File: config.mk
export PLATFORM = sky130hd
export DESIGN_NAME = dual_motor_sync_position_loop_core
export DESIGN_NICKNAME = d
export VERILOG_FILES = /design/src/hdl/dmsp_pkg.sv /design/src/hdl/dmsp_front.sv /design/src/hdl/dmsp_queue.sv /design/src/hdl/dmsp_back.sv /design/src/hdl/dual_motor_sync_position_loop_core.sv
export SDC_FILE = /design/constraint.sdc
export NUM_CORES = 2
export LEC_CHECK = 0
export ABC_CLOCK_PERIOD_IN_PS = 11420
export BUFFER_PORTS_ARGS = -buffer_cell sky130_fd_sc_hd__buf_2
export CAP_MARGIN = 10
export CELL_PAD_IN_SITES_DETAIL_PLACEMENT = 1
export CELL_PAD_IN_SITES_GLOBAL_PLACEMENT = 2
export CORE_ASPECT_RATIO = 0.6
export CORE_MARGIN = 3
export CORE_UTILIZATION = 42
export DETAILED_ROUTE_END_ITERATION = 6
export GPL_ROUTABILITY_DRIVEN = 0
export GPL_TIMING_DRIVEN = 0
export PLACE_DENSITY_LB_ADDON = 0.1
export RECOVER_POWER = 25
export SLEW_MARGIN = 40
export SYNTH_ARGS = -nofsm -noshare
export SYNTH_HDL_FRONTEND = slang
export SYNTH_SLANG_ARGS = --single-unit
File: constraint.sdc
create_clock -name clock -period 11.42 [get_ports clock]
set_clock_uncertainty 0.05 [all_clocks]
set_input_delay 2.284 -clock clock [delete_from_list [all_inputs] [get_ports clock]]
set_output_delay 2.284 -clock clock [all_outputs]
set_load 0.005 [all_outputs]
File: src/hdl/dmsp_pkg.sv
// ----------------------------------------------------------------------------
// dmsp_pkg
// Shared types, constants and reset values for the dual motor sync position
// loop: phase and command kind codes, the per-item control record and the
// configuration register set.
// ----------------------------------------------------------------------------
package dmsp_pkg;

   // default encoder count width
   localparam int POSITION_BITS_DEFAULT = 16;

   // fixed field widths
   localparam int TARGET_BITS    = 16;
   localparam int GAIN_BITS      = 24;
   localparam int SPEED_BITS     = 15;
   localparam int WINDOW_BITS    = 8;
   localparam int OUT_BITS       = 16;
   localparam int FRAC_BITS      = 16;
   localparam int CSR_INDEX_BITS = 3;
   localparam int CSR_DATA_BITS  = 24;

   // front to back queue depth
   localparam int QUEUE_DEPTH = 4;

   // configuration reset values
   localparam logic [TARGET_BITS-1:0] TARGET_RESET = 16'd0;
   localparam logic [GAIN_BITS-1:0]   GAIN_RESET   = 24'd1073742;
   localparam logic [SPEED_BITS-1:0]  MIN_RESET    = 15'd1966;
   localparam logic [SPEED_BITS-1:0]  MAX_RESET    = 15'd26214;
   localparam logic [SPEED_BITS-1:0]  CREEP_RESET  = 15'd1638;
   localparam logic [WINDOW_BITS-1:0] COARSE_RESET = 8'd9;
   localparam logic [WINDOW_BITS-1:0] FINE_RESET   = 8'd6;
   localparam logic [WINDOW_BITS-1:0] SYNC_RESET   = 8'd10;

   // move phase codes
   typedef enum logic [1:0] {
      PHASE_COARSE = 2'd0,
      PHASE_FINE   = 2'd1,
      PHASE_DONE   = 2'd2
   } phase_type;

   // what the back end does with one item
   typedef enum logic [1:0] {
      KIND_HOLD   = 2'd0,   // zero speeds, command valid
      KIND_TIE    = 2'd1,   // zero speeds, command not valid
      KIND_CREEP  = 2'd2,   // fixed creep speed toward target
      KIND_COARSE = 2'd3    // proportional speed with limits
   } kind_type;

   // configuration register indexes
   typedef enum logic [CSR_INDEX_BITS-1:0] {
      CSR_TARGET = 3'd0,
      CSR_GAIN   = 3'd1,
      CSR_MIN    = 3'd2,
      CSR_MAX    = 3'd3,
      CSR_CREEP  = 3'd4,
      CSR_COARSE = 3'd5,
      CSR_FINE   = 3'd6,
      CSR_SYNC   = 3'd7
   } csr_index_type;

   // classified item handed from front to back
   typedef struct packed {
      kind_type  kind;
      logic      halve1;
      logic      halve2;
      logic      neg1;
      logic      neg2;
      logic      nz1;
      logic      nz2;
      phase_type phase;
   } ctl_type;

   // configuration register set
   typedef struct packed {
      logic [TARGET_BITS-1:0] target;
      logic [GAIN_BITS-1:0]   gain;
      logic [SPEED_BITS-1:0]  min_speed;
      logic [SPEED_BITS-1:0]  max_speed;
      logic [SPEED_BITS-1:0]  creep_speed;
      logic [WINDOW_BITS-1:0] coarse_window;
      logic [WINDOW_BITS-1:0] fine_window;
      logic [WINDOW_BITS-1:0] sync_window;
   } cfg_type;

endpackage

File: src/hdl/dmsp_front.sv
// ----------------------------------------------------------------------------
// dmsp_front
// Front end: computes both position errors, runs the phase machine and
// classifies each accepted beat into a command kind for the back end.
// ----------------------------------------------------------------------------
module dmsp_front
   import dmsp_pkg::*;
#(
   parameter int POSITION_BITS = POSITION_BITS_DEFAULT
) (
   input  logic                     clock,
   input  logic                     reset,
   input  cfg_type                  cfg,
   input  logic                     accept,
   input  logic [POSITION_BITS-1:0] first_position,
   input  logic [POSITION_BITS-1:0] second_position,
   input  logic                     restart,
   output ctl_type                  ctl,
   output logic [POSITION_BITS:0]   mag1,
   output logic [POSITION_BITS:0]   mag2
);

   localparam int MAG_BITS = POSITION_BITS + 1;

   phase_type              phase_ff;
   phase_type              phase_in;
   phase_type              phase_eff;
   logic [POSITION_BITS-1:0] tgt;
   logic [MAG_BITS-1:0]    err1;
   logic [MAG_BITS-1:0]    err2;
   logic [MAG_BITS-1:0]    diff;
   logic [MAG_BITS-1:0]    diff_mag;
   logic                   in_coarse;
   logic                   in_fine;
   logic                   in_sync;

   // target taken at position width, then sign extended
   assign tgt = POSITION_BITS'(cfg.target);

   // exact errors and motor difference, one bit wider than a position
   assign err1 = {tgt[POSITION_BITS-1], tgt}
               - {first_position[POSITION_BITS-1], first_position};
   assign err2 = {tgt[POSITION_BITS-1], tgt}
               - {second_position[POSITION_BITS-1], second_position};
   assign diff = {first_position[POSITION_BITS-1], first_position}
               - {second_position[POSITION_BITS-1], second_position};

   // magnitudes
   assign mag1     = err1[MAG_BITS-1] ? -err1 : err1;
   assign mag2     = err2[MAG_BITS-1] ? -err2 : err2;
   assign diff_mag = diff[MAG_BITS-1] ? -diff : diff;

   // window checks
   assign in_coarse = (mag1 <= MAG_BITS'(cfg.coarse_window))
                   && (mag2 <= MAG_BITS'(cfg.coarse_window));
   assign in_fine   = (mag1 <= MAG_BITS'(cfg.fine_window))
                   && (mag2 <= MAG_BITS'(cfg.fine_window));
   assign in_sync   = diff_mag <= MAG_BITS'(cfg.sync_window);

   assign phase_eff = restart ? PHASE_COARSE : phase_ff;

   // classify and pick next phase
   always_comb begin
      ctl.kind   = KIND_HOLD;
      ctl.halve1 = 1'b0;
      ctl.halve2 = 1'b0;
      ctl.neg1   = err1[MAG_BITS-1];
      ctl.neg2   = err2[MAG_BITS-1];
      ctl.nz1    = mag1 != '0;
      ctl.nz2    = mag2 != '0;
      phase_in   = PHASE_DONE;
      case (phase_eff)
         PHASE_COARSE: begin
            if (in_coarse) begin
               phase_in = PHASE_FINE;
            end else begin
               phase_in = PHASE_COARSE;
               ctl.kind = KIND_COARSE;
               if (!in_sync) begin
                  if (mag1 > mag2) begin
                     ctl.halve2 = 1'b1;
                  end else if (mag2 > mag1) begin
                     ctl.halve1 = 1'b1;
                  end else begin
                     ctl.kind = KIND_TIE;
                  end
               end
            end
         end
         PHASE_FINE: begin
            if (in_fine) begin
               phase_in = PHASE_DONE;
            end else begin
               phase_in = PHASE_FINE;
               ctl.kind = KIND_CREEP;
            end
         end
         default: begin
            phase_in = PHASE_DONE;
         end
      endcase
      ctl.phase = phase_in;
   end

   // phase register
   always_ff @(posedge clock) begin
      if (reset) begin
         phase_ff <= PHASE_DONE;
      end else if (accept) begin
         phase_ff <= phase_in;
      end
   end

endmodule

File: src/hdl/dmsp_queue.sv
// ----------------------------------------------------------------------------
// dmsp_queue
// Small first-in first-out queue between the front and back ends so that
// either side can stall without stopping the other.
// ----------------------------------------------------------------------------
module dmsp_queue
   import dmsp_pkg::*;
#(
   parameter int WIDTH = 8,
   parameter int DEPTH = QUEUE_DEPTH
) (
   input  logic             clock,
   input  logic             reset,
   input  logic             push,
   input  logic [WIDTH-1:0] push_data,
   output logic             not_full,
   input  logic             pop,
   output logic [WIDTH-1:0] pop_data,
   output logic             not_empty
);

   localparam int PTR_BITS   = (DEPTH > 1) ? $clog2(DEPTH) : 1;
   localparam int COUNT_BITS = $clog2(DEPTH + 1);

   logic [WIDTH-1:0]      entry_ff [DEPTH];
   logic [PTR_BITS-1:0]   wr_ptr_ff;
   logic [PTR_BITS-1:0]   wr_ptr_in;
   logic [PTR_BITS-1:0]   rd_ptr_ff;
   logic [PTR_BITS-1:0]   rd_ptr_in;
   logic [COUNT_BITS-1:0] count_ff;
   logic [COUNT_BITS-1:0] count_in;

   assign not_full  = count_ff != COUNT_BITS'(DEPTH);
   assign not_empty = count_ff != '0;
   assign pop_data  = entry_ff[rd_ptr_ff];

   // pointer and fill count update
   always_comb begin
      wr_ptr_in = wr_ptr_ff;
      rd_ptr_in = rd_ptr_ff;
      count_in  = count_ff;
      if (push) begin
         wr_ptr_in = (wr_ptr_ff == PTR_BITS'(DEPTH - 1)) ? '0 : wr_ptr_ff + 1'b1;
      end
      if (pop) begin
         rd_ptr_in = (rd_ptr_ff == PTR_BITS'(DEPTH - 1)) ? '0 : rd_ptr_ff + 1'b1;
      end
      if (push && !pop) begin
         count_in = count_ff + 1'b1;
      end else if (pop && !push) begin
         count_in = count_ff - 1'b1;
      end
   end

   always_ff @(posedge clock) begin
      if (reset) begin
         wr_ptr_ff <= '0;
         rd_ptr_ff <= '0;
         count_ff  <= '0;
      end else begin
         wr_ptr_ff <= wr_ptr_in;
         rd_ptr_ff <= rd_ptr_in;
         count_ff  <= count_in;
      end
   end

   // entry storage
   always_ff @(posedge clock) begin
      if (push) begin
         entry_ff[wr_ptr_ff] <= push_data;
      end
   end

   // fill count stays in range
   assert property (@(posedge clock) disable iff (reset)
      count_ff <= COUNT_BITS'(DEPTH))
      else $error("queue fill count above depth");

   // no push into a full queue, no pop from an empty one
   assert property (@(posedge clock) disable iff (reset)
      !(push && !not_full) && !(pop && !not_empty))
      else $error("queue overflow or underflow");

   // a push with no pop grows the fill count by one
   assert property (@(posedge clock) disable iff (reset)
      push && !pop |=> count_ff == $past(count_ff) + 1'b1)
      else $error("queue fill count lost a push");

endmodule

File: src/hdl/dmsp_back.sv
// ----------------------------------------------------------------------------
// dmsp_back
// Back end: multiplies each error by the gain, then applies the speed limits,
// the sync halving and the sign, and holds the result beat until taken.
// ----------------------------------------------------------------------------
module dmsp_back
   import dmsp_pkg::*;
#(
   parameter int POSITION_BITS = POSITION_BITS_DEFAULT
) (
   input  logic                     clock,
   input  logic                     reset,
   input  cfg_type                  cfg,
   input  logic                     q_valid,
   input  ctl_type                  q_ctl,
   input  logic [POSITION_BITS:0]   q_mag1,
   input  logic [POSITION_BITS:0]   q_mag2,
   output logic                     q_pop,
   output logic                     rsp_valid,
   input  logic                     rsp_ready,
   output logic [OUT_BITS-1:0]      rsp_first_speed,
   output logic [OUT_BITS-1:0]      rsp_second_speed,
   output logic                     rsp_command_valid,
   output logic [1:0]               rsp_move_phase
);

   localparam int MAG_BITS  = POSITION_BITS + 1;
   localparam int PROD_BITS = MAG_BITS + GAIN_BITS;
   localparam int HIGH_BITS = PROD_BITS - FRAC_BITS;

   // product stage
   logic                  s1_valid_ff;
   logic                  s1_valid_in;
   ctl_type               s1_ctl_ff;
   logic [PROD_BITS-1:0]  s1_prod1_ff;
   logic [PROD_BITS-1:0]  s1_prod2_ff;

   // output stage
   logic                  out_valid_ff;
   logic                  out_valid_in;
   logic [OUT_BITS-1:0]   speed1_ff;
   logic [OUT_BITS-1:0]   speed1_in;
   logic [OUT_BITS-1:0]   speed2_ff;
   logic [OUT_BITS-1:0]   speed2_in;
   logic                  cmd_valid_ff;
   logic                  cmd_valid_in;
   phase_type             phase_ff;

   logic                  out_load;
   logic [SPEED_BITS-1:0] m1;
   logic [SPEED_BITS-1:0] m2;

   // limited magnitude of one scaled error
   function automatic logic [SPEED_BITS-1:0] limit_mag(
      input logic [PROD_BITS-1:0]  prod,
      input logic [SPEED_BITS-1:0] lo,
      input logic [SPEED_BITS-1:0] hi
   );
      logic [HIGH_BITS-1:0]  whole;
      logic [SPEED_BITS-1:0] res;
      whole = prod[PROD_BITS-1:FRAC_BITS];
      if (whole >= HIGH_BITS'(hi)) begin
         res = hi;
      end else if (prod != '0 && whole <= HIGH_BITS'(lo)) begin
         res = lo;
      end else begin
         res = whole[SPEED_BITS-1:0];
      end
      return res;
   endfunction

   // apply direction of the error
   function automatic logic [OUT_BITS-1:0] signed_speed(
      input logic                  neg,
      input logic [SPEED_BITS-1:0] mag
   );
      logic [OUT_BITS-1:0] wide;
      wide = {1'b0, mag};
      return neg ? -wide : wide;
   endfunction

   // pipeline advance
   assign out_load    = s1_valid_ff && (!out_valid_ff || rsp_ready);
   assign q_pop       = q_valid && (!s1_valid_ff || out_load);
   assign s1_valid_in = q_pop || (s1_valid_ff && !out_load);
   assign out_valid_in = out_load || (out_valid_ff && !rsp_ready);

   always_ff @(posedge clock) begin
      if (reset) begin
         s1_valid_ff  <= 1'b0;
         out_valid_ff <= 1'b0;
      end else begin
         s1_valid_ff  <= s1_valid_in;
         out_valid_ff <= out_valid_in;
      end
   end

   // gain products
   always_ff @(posedge clock) begin
      if (q_pop) begin
         s1_ctl_ff   <= q_ctl;
         s1_prod1_ff <= PROD_BITS'(q_mag1) * PROD_BITS'(cfg.gain);
         s1_prod2_ff <= PROD_BITS'(q_mag2) * PROD_BITS'(cfg.gain);
      end
   end

   // speed limits and sync halving
   always_comb begin
      m1 = limit_mag(s1_prod1_ff, cfg.min_speed, cfg.max_speed);
      m2 = limit_mag(s1_prod2_ff, cfg.min_speed, cfg.max_speed);
      if (s1_ctl_ff.halve1) begin
         m1 = m1 >> 1;
      end
      if (s1_ctl_ff.halve2) begin
         m2 = m2 >> 1;
      end
   end

   // result composition per kind
   always_comb begin
      speed1_in    = '0;
      speed2_in    = '0;
      cmd_valid_in = 1'b1;
      case (s1_ctl_ff.kind)
         KIND_COARSE: begin
            speed1_in = signed_speed(s1_ctl_ff.neg1, m1);
            speed2_in = signed_speed(s1_ctl_ff.neg2, m2);
         end
         KIND_CREEP: begin
            speed1_in = s1_ctl_ff.nz1 ? signed_speed(s1_ctl_ff.neg1, cfg.creep_speed) : '0;
            speed2_in = s1_ctl_ff.nz2 ? signed_speed(s1_ctl_ff.neg2, cfg.creep_speed) : '0;
         end
         KIND_TIE: begin
            cmd_valid_in = 1'b0;
         end
         default: begin
            cmd_valid_in = 1'b1;
         end
      endcase
   end

   // result register
   always_ff @(posedge clock) begin
      if (out_load) begin
         speed1_ff    <= speed1_in;
         speed2_ff    <= speed2_in;
         cmd_valid_ff <= cmd_valid_in;
         phase_ff     <= s1_ctl_ff.phase;
      end
   end

   assign rsp_valid         = out_valid_ff;
   assign rsp_first_speed   = speed1_ff;
   assign rsp_second_speed  = speed2_ff;
   assign rsp_command_valid = cmd_valid_ff;
   assign rsp_move_phase    = phase_ff;

   // a tie beat carries zero speeds
   assert property (@(posedge clock) disable iff (reset)
      rsp_valid && !rsp_command_valid |-> rsp_first_speed == '0 && rsp_second_speed == '0)
      else $error("tie beat with nonzero speed");

   // a done beat commands standstill
   assert property (@(posedge clock) disable iff (reset)
      rsp_valid && rsp_move_phase == PHASE_DONE
         |-> rsp_command_valid && rsp_first_speed == '0 && rsp_second_speed == '0)
      else $error("done beat without standstill command");

   // a stalled result beat is not overwritten
   assert property (@(posedge clock) disable iff (reset)
      rsp_valid && !rsp_ready |=> !$past(out_load))
      else $error("result overwritten while stalled");

endmodule

File: src/hdl/dual_motor_sync_position_loop_core.sv
// ----------------------------------------------------------------------------
// dual_motor_sync_position_loop_core
// Synchronized position loop for two motors on one gantry axis: coarse
// proportional phase with limits and sync halving, then a fine creep phase.
// ----------------------------------------------------------------------------
// One beat in gives one beat out. The block takes a new encoder beat every
// cycle while req_ready is high. Each beat passes three registers on its way
// to the rsp_ side: the queue entry written at acceptance, the gain multiply,
// then limiting into the result register, where the result beat is held
// until rsp_ready takes it. Under a result stall the
// block holds six beats in flight before req_ready drops: four in the queue
// between the classifier and the multiply stage, one in the multiply stage and
// one in the result register. The phase register is updated when a beat is
// accepted, so consecutive beats see each other's phase with no gap.
// Configuration writes are taken every cycle on the csr_ port and should be
// made while no beat is in flight.
module dual_motor_sync_position_loop_core
   import dmsp_pkg::*;
#(
   parameter int POSITION_BITS = POSITION_BITS_DEFAULT
) (
   input  logic                      clock,
   input  logic                      reset,
   input  logic                      req_valid,
   output logic                      req_ready,
   input  logic [POSITION_BITS-1:0]  req_first_position,
   input  logic [POSITION_BITS-1:0]  req_second_position,
   input  logic                      req_restart,
   output logic                      rsp_valid,
   input  logic                      rsp_ready,
   output logic [OUT_BITS-1:0]       rsp_first_speed,
   output logic [OUT_BITS-1:0]       rsp_second_speed,
   output logic                      rsp_command_valid,
   output logic [1:0]                rsp_move_phase,
   input  logic                      csr_valid,
   output logic                      csr_ready,
   input  logic [CSR_INDEX_BITS-1:0] csr_index,
   input  logic [CSR_DATA_BITS-1:0]  csr_data
);

   localparam int MAG_BITS   = POSITION_BITS + 1;
   localparam int CTL_BITS   = $bits(ctl_type);
   localparam int ENTRY_BITS = CTL_BITS + 2 * MAG_BITS;

   cfg_type               cfg_ff;
   cfg_type               cfg_in;
   logic                  accept;
   ctl_type               front_ctl;
   logic [MAG_BITS-1:0]   front_mag1;
   logic [MAG_BITS-1:0]   front_mag2;
   logic [ENTRY_BITS-1:0] push_data;
   logic [ENTRY_BITS-1:0] pop_data;
   logic                  q_not_empty;
   logic                  q_pop;
   ctl_type               q_ctl;
   logic [MAG_BITS-1:0]   q_mag1;
   logic [MAG_BITS-1:0]   q_mag2;

   // configuration registers
   assign csr_ready = 1'b1;

   always_comb begin
      cfg_in = cfg_ff;
      if (csr_valid) begin
         case (csr_index_type'(csr_index))
            CSR_TARGET: cfg_in.target        = csr_data[TARGET_BITS-1:0];
            CSR_GAIN:   cfg_in.gain          = csr_data[GAIN_BITS-1:0];
            CSR_MIN:    cfg_in.min_speed     = csr_data[SPEED_BITS-1:0];
            CSR_MAX:    cfg_in.max_speed     = csr_data[SPEED_BITS-1:0];
            CSR_CREEP:  cfg_in.creep_speed   = csr_data[SPEED_BITS-1:0];
            CSR_COARSE: cfg_in.coarse_window = csr_data[WINDOW_BITS-1:0];
            CSR_FINE:   cfg_in.fine_window   = csr_data[WINDOW_BITS-1:0];
            CSR_SYNC:   cfg_in.sync_window   = csr_data[WINDOW_BITS-1:0];
            default:    cfg_in = cfg_ff;
         endcase
      end
   end

   always_ff @(posedge clock) begin
      if (reset) begin
         cfg_ff.target        <= TARGET_RESET;
         cfg_ff.gain          <= GAIN_RESET;
         cfg_ff.min_speed     <= MIN_RESET;
         cfg_ff.max_speed     <= MAX_RESET;
         cfg_ff.creep_speed   <= CREEP_RESET;
         cfg_ff.coarse_window <= COARSE_RESET;
         cfg_ff.fine_window   <= FINE_RESET;
         cfg_ff.sync_window   <= SYNC_RESET;
      end else begin
         cfg_ff <= cfg_in;
      end
   end

   // front end
   assign accept = req_valid && req_ready;

   dmsp_front #(
      .POSITION_BITS (POSITION_BITS)
   ) u_front (
      .clock           (clock),
      .reset           (reset),
      .cfg             (cfg_ff),
      .accept          (accept),
      .first_position  (req_first_position),
      .second_position (req_second_position),
      .restart         (req_restart),
      .ctl             (front_ctl),
      .mag1            (front_mag1),
      .mag2            (front_mag2)
   );

   // queue between front and back
   assign push_data = {front_ctl, front_mag1, front_mag2};

   dmsp_queue #(
      .WIDTH (ENTRY_BITS),
      .DEPTH (QUEUE_DEPTH)
   ) u_queue (
      .clock     (clock),
      .reset     (reset),
      .push      (accept),
      .push_data (push_data),
      .not_full  (req_ready),
      .pop       (q_pop),
      .pop_data  (pop_data),
      .not_empty (q_not_empty)
   );

   assign q_ctl  = ctl_type'(pop_data[ENTRY_BITS-1 -: CTL_BITS]);
   assign q_mag1 = pop_data[2*MAG_BITS-1 -: MAG_BITS];
   assign q_mag2 = pop_data[MAG_BITS-1:0];

   // back end
   dmsp_back #(
      .POSITION_BITS (POSITION_BITS)
   ) u_back (
      .clock             (clock),
      .reset             (reset),
      .cfg               (cfg_ff),
      .q_valid           (q_not_empty),
      .q_ctl             (q_ctl),
      .q_mag1            (q_mag1),
      .q_mag2            (q_mag2),
      .q_pop             (q_pop),
      .rsp_valid         (rsp_valid),
      .rsp_ready         (rsp_ready),
      .rsp_first_speed   (rsp_first_speed),
      .rsp_second_speed  (rsp_second_speed),
      .rsp_command_valid (rsp_command_valid),
      .rsp_move_phase    (rsp_move_phase)
   );

endmodule
# After elaboration in Yosys (flattened, before gate mapping)
# Memory sizes are Yosys's and may differ from the RTL's. A register that Yosys moved wholly into a read port is not among the register bits.
# Cells that the tools add are included.
# W data, S select, Z words.
# op_classes
addsub	13
multipliers	2
div_mod_pow	0
order_cmp	11
n_eq_ne	14
shifts	0
muxes	39
n_bitwise	0
n_reduce_logical	37
# op_table
op	n
$mux W16	6
$mux W15	6
$le A17 B8 Y1	5
$mul A17 B24 Y41	2
$reduce_bool A41 Y1	2
$pmux W16 S2	2
$mux W17	3
$neg A17 Y17	3
$sub A16 B16 Y17	3
$ge A25 B15 Y1	2
$le A25 B15 Y1	2
$neg A15 Y16	3
$gt A17 B17 Y1	2
$reduce_bool A17 Y1	2
$mux W2	9
$reduce_and A2 Y1	8
$eq A3 B3 Y1 const B	4
$logic_and A1 B1 Y1	11
$mux W3	3
$eq A2 B2 Y1 const B	4
$mux W4	2
$pmux W2 S2	2
$eq A3 B2 Y1 const B	2
$logic_not A1 Y1	6
12 further kinds	22
# word_totals
register_bits	247
latchBits	0
ram_bits	176
romBits	0
in_bits	65
out_inout_bits	38
wordCells	145
memories	1
# mem_list
memory	words	word_bits	read_ports	rd_ports_with_merged_regs	wr	line_no	rtl
u_queue.entry_ff	4	44	1	1	1	dmsp_queue.sv:25	logic [WIDTH-1:0] entry_ff [DEPTH];

# Logic depth before layout (Yosys ltp)
# logic_depth
ltp_word	9
ltp_mapped	30
depth_no_buf	27

# Hierarchy
# A second synthesis with hierarchy kept.
# hier_totals
hier_cells	5307
area_unflattened_um2	51423.1
# by_module_without_submodules
module	n_inst	cells_per_inst	area_per_inst_um2	seq_area_each_um2
dmsp_back	1	3799	34226.6	3853.7
dmsp_queue	1	275	6849.1	5465.2
dmsp_front	1	823	5987.0	40.0
dual_motor_sync_position_loop_core	1	410	4360.4	2182.1

# Worst setup path after synthesis
# OpenSTA, ideal clock, no wires.
# synth_timing
path_kind	input to register
start	input rsp_ready
end	register u_queue.count_ff[2]
setup_ns	0.070
arrival_time_ns	8.539
required_ns	11.300
setup_slack_ns	2.761
cell_stages	9
n_path_buf	0
cell_sequence	nor2b_1 -> a21oi_1 -> inv_1 -> ha_1 -> inv_1 -> fa_1 -> xor2_1 -> or3_1 -> a21oi_1
# synth_between
elab_chain_len	7
elab_cells_between_ends	9
classes_between	mux (1); reduce/logical (8)
# synth_rtl
element	line_no	rtl
from (decl)	dual_motor_sync_position_loop_core.sv:30	input logic rsp_ready,
$logic_or A1 B1 Y1 (*)	dmsp_back.sv:83	assign out_load = s1_valid_ff && (!out_valid_ff || rsp_ready);
$logic_and A1 B1 Y1 (*)	dmsp_back.sv:83	
$logic_or A1 B1 Y1 (*)	dmsp_back.sv:84	assign q_pop = q_valid && (!s1_valid_ff || out_load);
$logic_and A1 B1 Y1 (*)	dmsp_back.sv:84	
net q_pop	dual_motor_sync_position_loop_core.sv:54	logic q_pop;
$logic_not A1 Y1	dmsp_queue.sv:48	if (push && !pop) begin
$logic_and A1 B1 Y1	dmsp_queue.sv:48	
$mux W3 / $reduce_bool A2 Y1 (equally long branches)	n/a	
to (signal assigned)	dmsp_queue.sv:63	count_ff <= count_in;
to (decl)	dmsp_queue.sv:30	logic [COUNT_BITS-1:0] count_ff;
# The timed path passes the listed nets; every way through them passes the cells marked *.
# A chain may end at the register's enable or synchronous reset.

==> impl_metrics.py <==
metrics = {
    "outcome": {
        "status": "finished with violations",
        "violations": "capacitance limit, slew limit",
    },
    "global_route": {
        "grtUsageTotal": 0.3070,
        "grt_max_degree": 35,
        "overflow": 0,
        "antenna_found_initial": 12,
        "grt_pass1_vias": 40935,
        "grt_pass1_wl_mm": 281.1,
    },
    "cts": {
        "tritoncts": "yes",
        "clockBufferDepth": 3,
        "ctsResizeCount": 0,
        "numCtsBuffers": 45,
        "root_buffer": "clkbuf_16",
        "cts_setup_buffers": 0,
        "htreeDepth": 2,
        "path_clk_slew_ns": 0.06,
        "cts_hold_buf": 0,
        "clk-insertion-delay-late_ns": 0.69,
        "cts_num_sinks": 425,
    },
    "synthesis": {
        "synth_most_common_cell": "inv_1",
        "ys_seq_area_frac": 0.2287,
        "netlist_area_um2": 50460,
        "async_reset_ff_frac": 0,
        "yosysTopAreaCell": "fa_1",
        "synth_common_cells": "961 x inv_1, 808 x nand2_1, 662 x fa_1, 407 x ha_1, 328 x and2_1",
        "yosys.cell_types.count": 89,
        "ys_ff_latch": 425,
        "syn_area_per_cell_um2": 9.382,
        "yosys_warnings": 0,
        "synthFlopType": "edfxtp_1",
        "syn-instance-count": 5378,
        "synth_area_leaders": "fa_1 26%, edfxtp_1 18%, ha_1 10%",
        "synth_edf_count": 303,
        "syn-num-nets": 6512,
        "synth_top_area_share": 0.2627,
    },
    "timing": {
        "tns_ns": 0,
        "fin_crit_ns": 10.40,
        "rsz0062_at_grt": "no",
        "setup_viol": 0,
        "max-slew-margin-rel": -0.6138,
        "worst_slew_pin_slew_ns": 2.421,
        "max_freq_mhz": 96.18,
        "drv_slew": 134,
        "hold_viol_final": 0,
        "hold_ws_ns": 0.3770,
        "finalCritPeriodShare": 0.9104,
    },
    "drt": {
        "vias": 40102,
        "drc": 0,
        "drtAntennaViolNets": 0,
        "via_per_inst": 5.602,
        "drt-initial-drc-count": 3855,
        "routed_wl_mm": 189.5,
        "routedWlPerCell_um": 26.47,
        "dr.pass1.iters": 6,
    },
    "run": {
        "max_cap_viol_count": 4,
    },
    "setup_path": {
        "endpoint_kind": "flip-flop",
        "startpoint_type": "flip-flop",
        "setup.worst_path.class": "flip-flop to flip-flop",
        "cp_data_arrival_time_ns": 10.81,
        "crit_top_cell": "fa_1",
        "critPathMaxFanout": 10,
        "crit_required_ns": 11.83,
        "critPathSlowestCell": "clkbuf_1",
        "critPathMaxStageDelay_ns": 0.88,
    },
    "die": {
        "die_h_um": 274.5,
        "fp.dieW_um": 453.5,
        "dieArea_um2": 124500,
        "rows": 97,
        "floorplan.core_area_um2": 118000,
        "ios": 103,
        "initial_core_util": 0.4277,
    },
    "final_layout": {
        "nNetsFinal": 6665,
        "final_util": 0.4647,
        "area_delta_synth_final_pct": 8.650,
        "fillers": 13643,
        "layout-drive-gt1-share": 0.05946,
    },
    "placed_design": {
        "io_buffer_count": 92,
        "hpwl_mm": 156.8,
    },
    "min_path": {
        "min_path_type": "flip-flop to flip-flop",
    },
}
-- final timing paths --
check                                           endpoint  depth (start not counted)  slack, ns           startpoint
worst max-delay path              u_back.s1_prod2_ff[38]                         28       1.02            flip-flop
worst min-delay path            u_back.rsp_move_phase[0]                          0       0.38  u_back.s1_ctl_ff[0]
worst max register to register    u_back.s1_prod2_ff[38]                         28       1.02            flip-flop
worst min register to register  u_back.rsp_move_phase[0]                          0       0.38  u_back.s1_ctl_ff[0]
-- critical path, delay by kind of cell, from the launching register on --
kind            cells  cell delay [ns]
buf+inv             7             2.43
compound gates      9             2.40
mux                 1             0.57
flops               1             0.32
simple gates        4             1.07
fa+ha+maj           7             3.37
-- layer usage --
layer / up-vias / track usage / share of wire
met3: 138 / 0.08515 / 0.11
met5: - / 0 / 0
met4: 0 / 0.04286 / 0.014
met1: 20732 / 0.5086 / 0.51
met2: 1554 / 0.3908 / 0.37
li1: 17678 / - / -
-- cell type report --
cell class | count | area [um^2] | area share
repair buffers | 106 | 639.4 | 0.01166
well taps | 1584 | 1982 | 0.03615
inverters | 961 | 3607 | 0.06580
clock buffers | 58 | 1237 | 0.02257
plain buffers | 247 | 979.7 | 0.01787
multi-input cells | 3745 | 34510 | 0.6295
flip-flops and latches | 425 | 11540 | 0.2105
clock inverters | 25 | 301.5 | 0.005501
diodes | 8 | 20.02 | 0.0003652
-- per-stage QoR --
stage               setup WS [ns]  instances  instance area, um^2
floorplan                   2.761       5378                50460
global placement           -2.721       7054                52900
detailed placement          1.533       7067                53290
CTS                         1.457       7150                54830
global route               0.5516       7151                54800
finish                      1.023       7159                54820
-- logic make-up (layout without fill, tap and decap cells) --
family,after synthesis,after routing,synth area share
muxes,116,116,0.03469
DFF,425,425,0.2287
buffers and inverters,1208,1397,0.09007
adders and majority gates,1069,1069,0.3636
other,1,9,0.00007432
and+or+nand+nor,1697,1697,0.1623
xor gates and xnor gates,185,185,0.03211
AOI/OAI and AO/OA,677,677,0.08848
-- registers in the layout (all words and copies together) (netlist names), named ones only --
name	count
u_front.phase_ff	2
u_queue.wr_ptr_ff	2
u_queue.entry_ff	176
u_back.rsp_valid	1
u_back.rsp_command_valid	1
cfg_ff	109
u_back.rsp_second_speed	16
u_back.s1_ctl_ff	10
u_queue.count_ff	3
u_back.s1_valid_ff	1
u_back.rsp_move_phase	2
u_queue.rd_ptr_ff	2
u_back.s1_prod2_ff	41
u_back.rsp_first_speed	16
u_back.s1_prod1_ff	41
-- cell usage in the layout, fill, tap and decap left out, drive strengths merged, types with 29 or more instances in the layout --
master / count
inv: 967
nand2: 808
fa: 662
ha: 407
and2: 329
edfxtp: 303
clkbuf: 303
a21oi: 204
nor2: 167
dfxtp: 122
o21ai: 114
buf: 108
xnor2: 104
xor2: 81
a21o: 64
mux2i: 59
nand3: 57
nor3: 54
mux4: 46
o21a: 45
nand4: 44
nor2b: 41
nand2b: 36
o22ai: 36
nand3b: 29
Power is not shown: default switching activity piles up to over one toggle a cycle in this logic, so the estimate is an artifact.
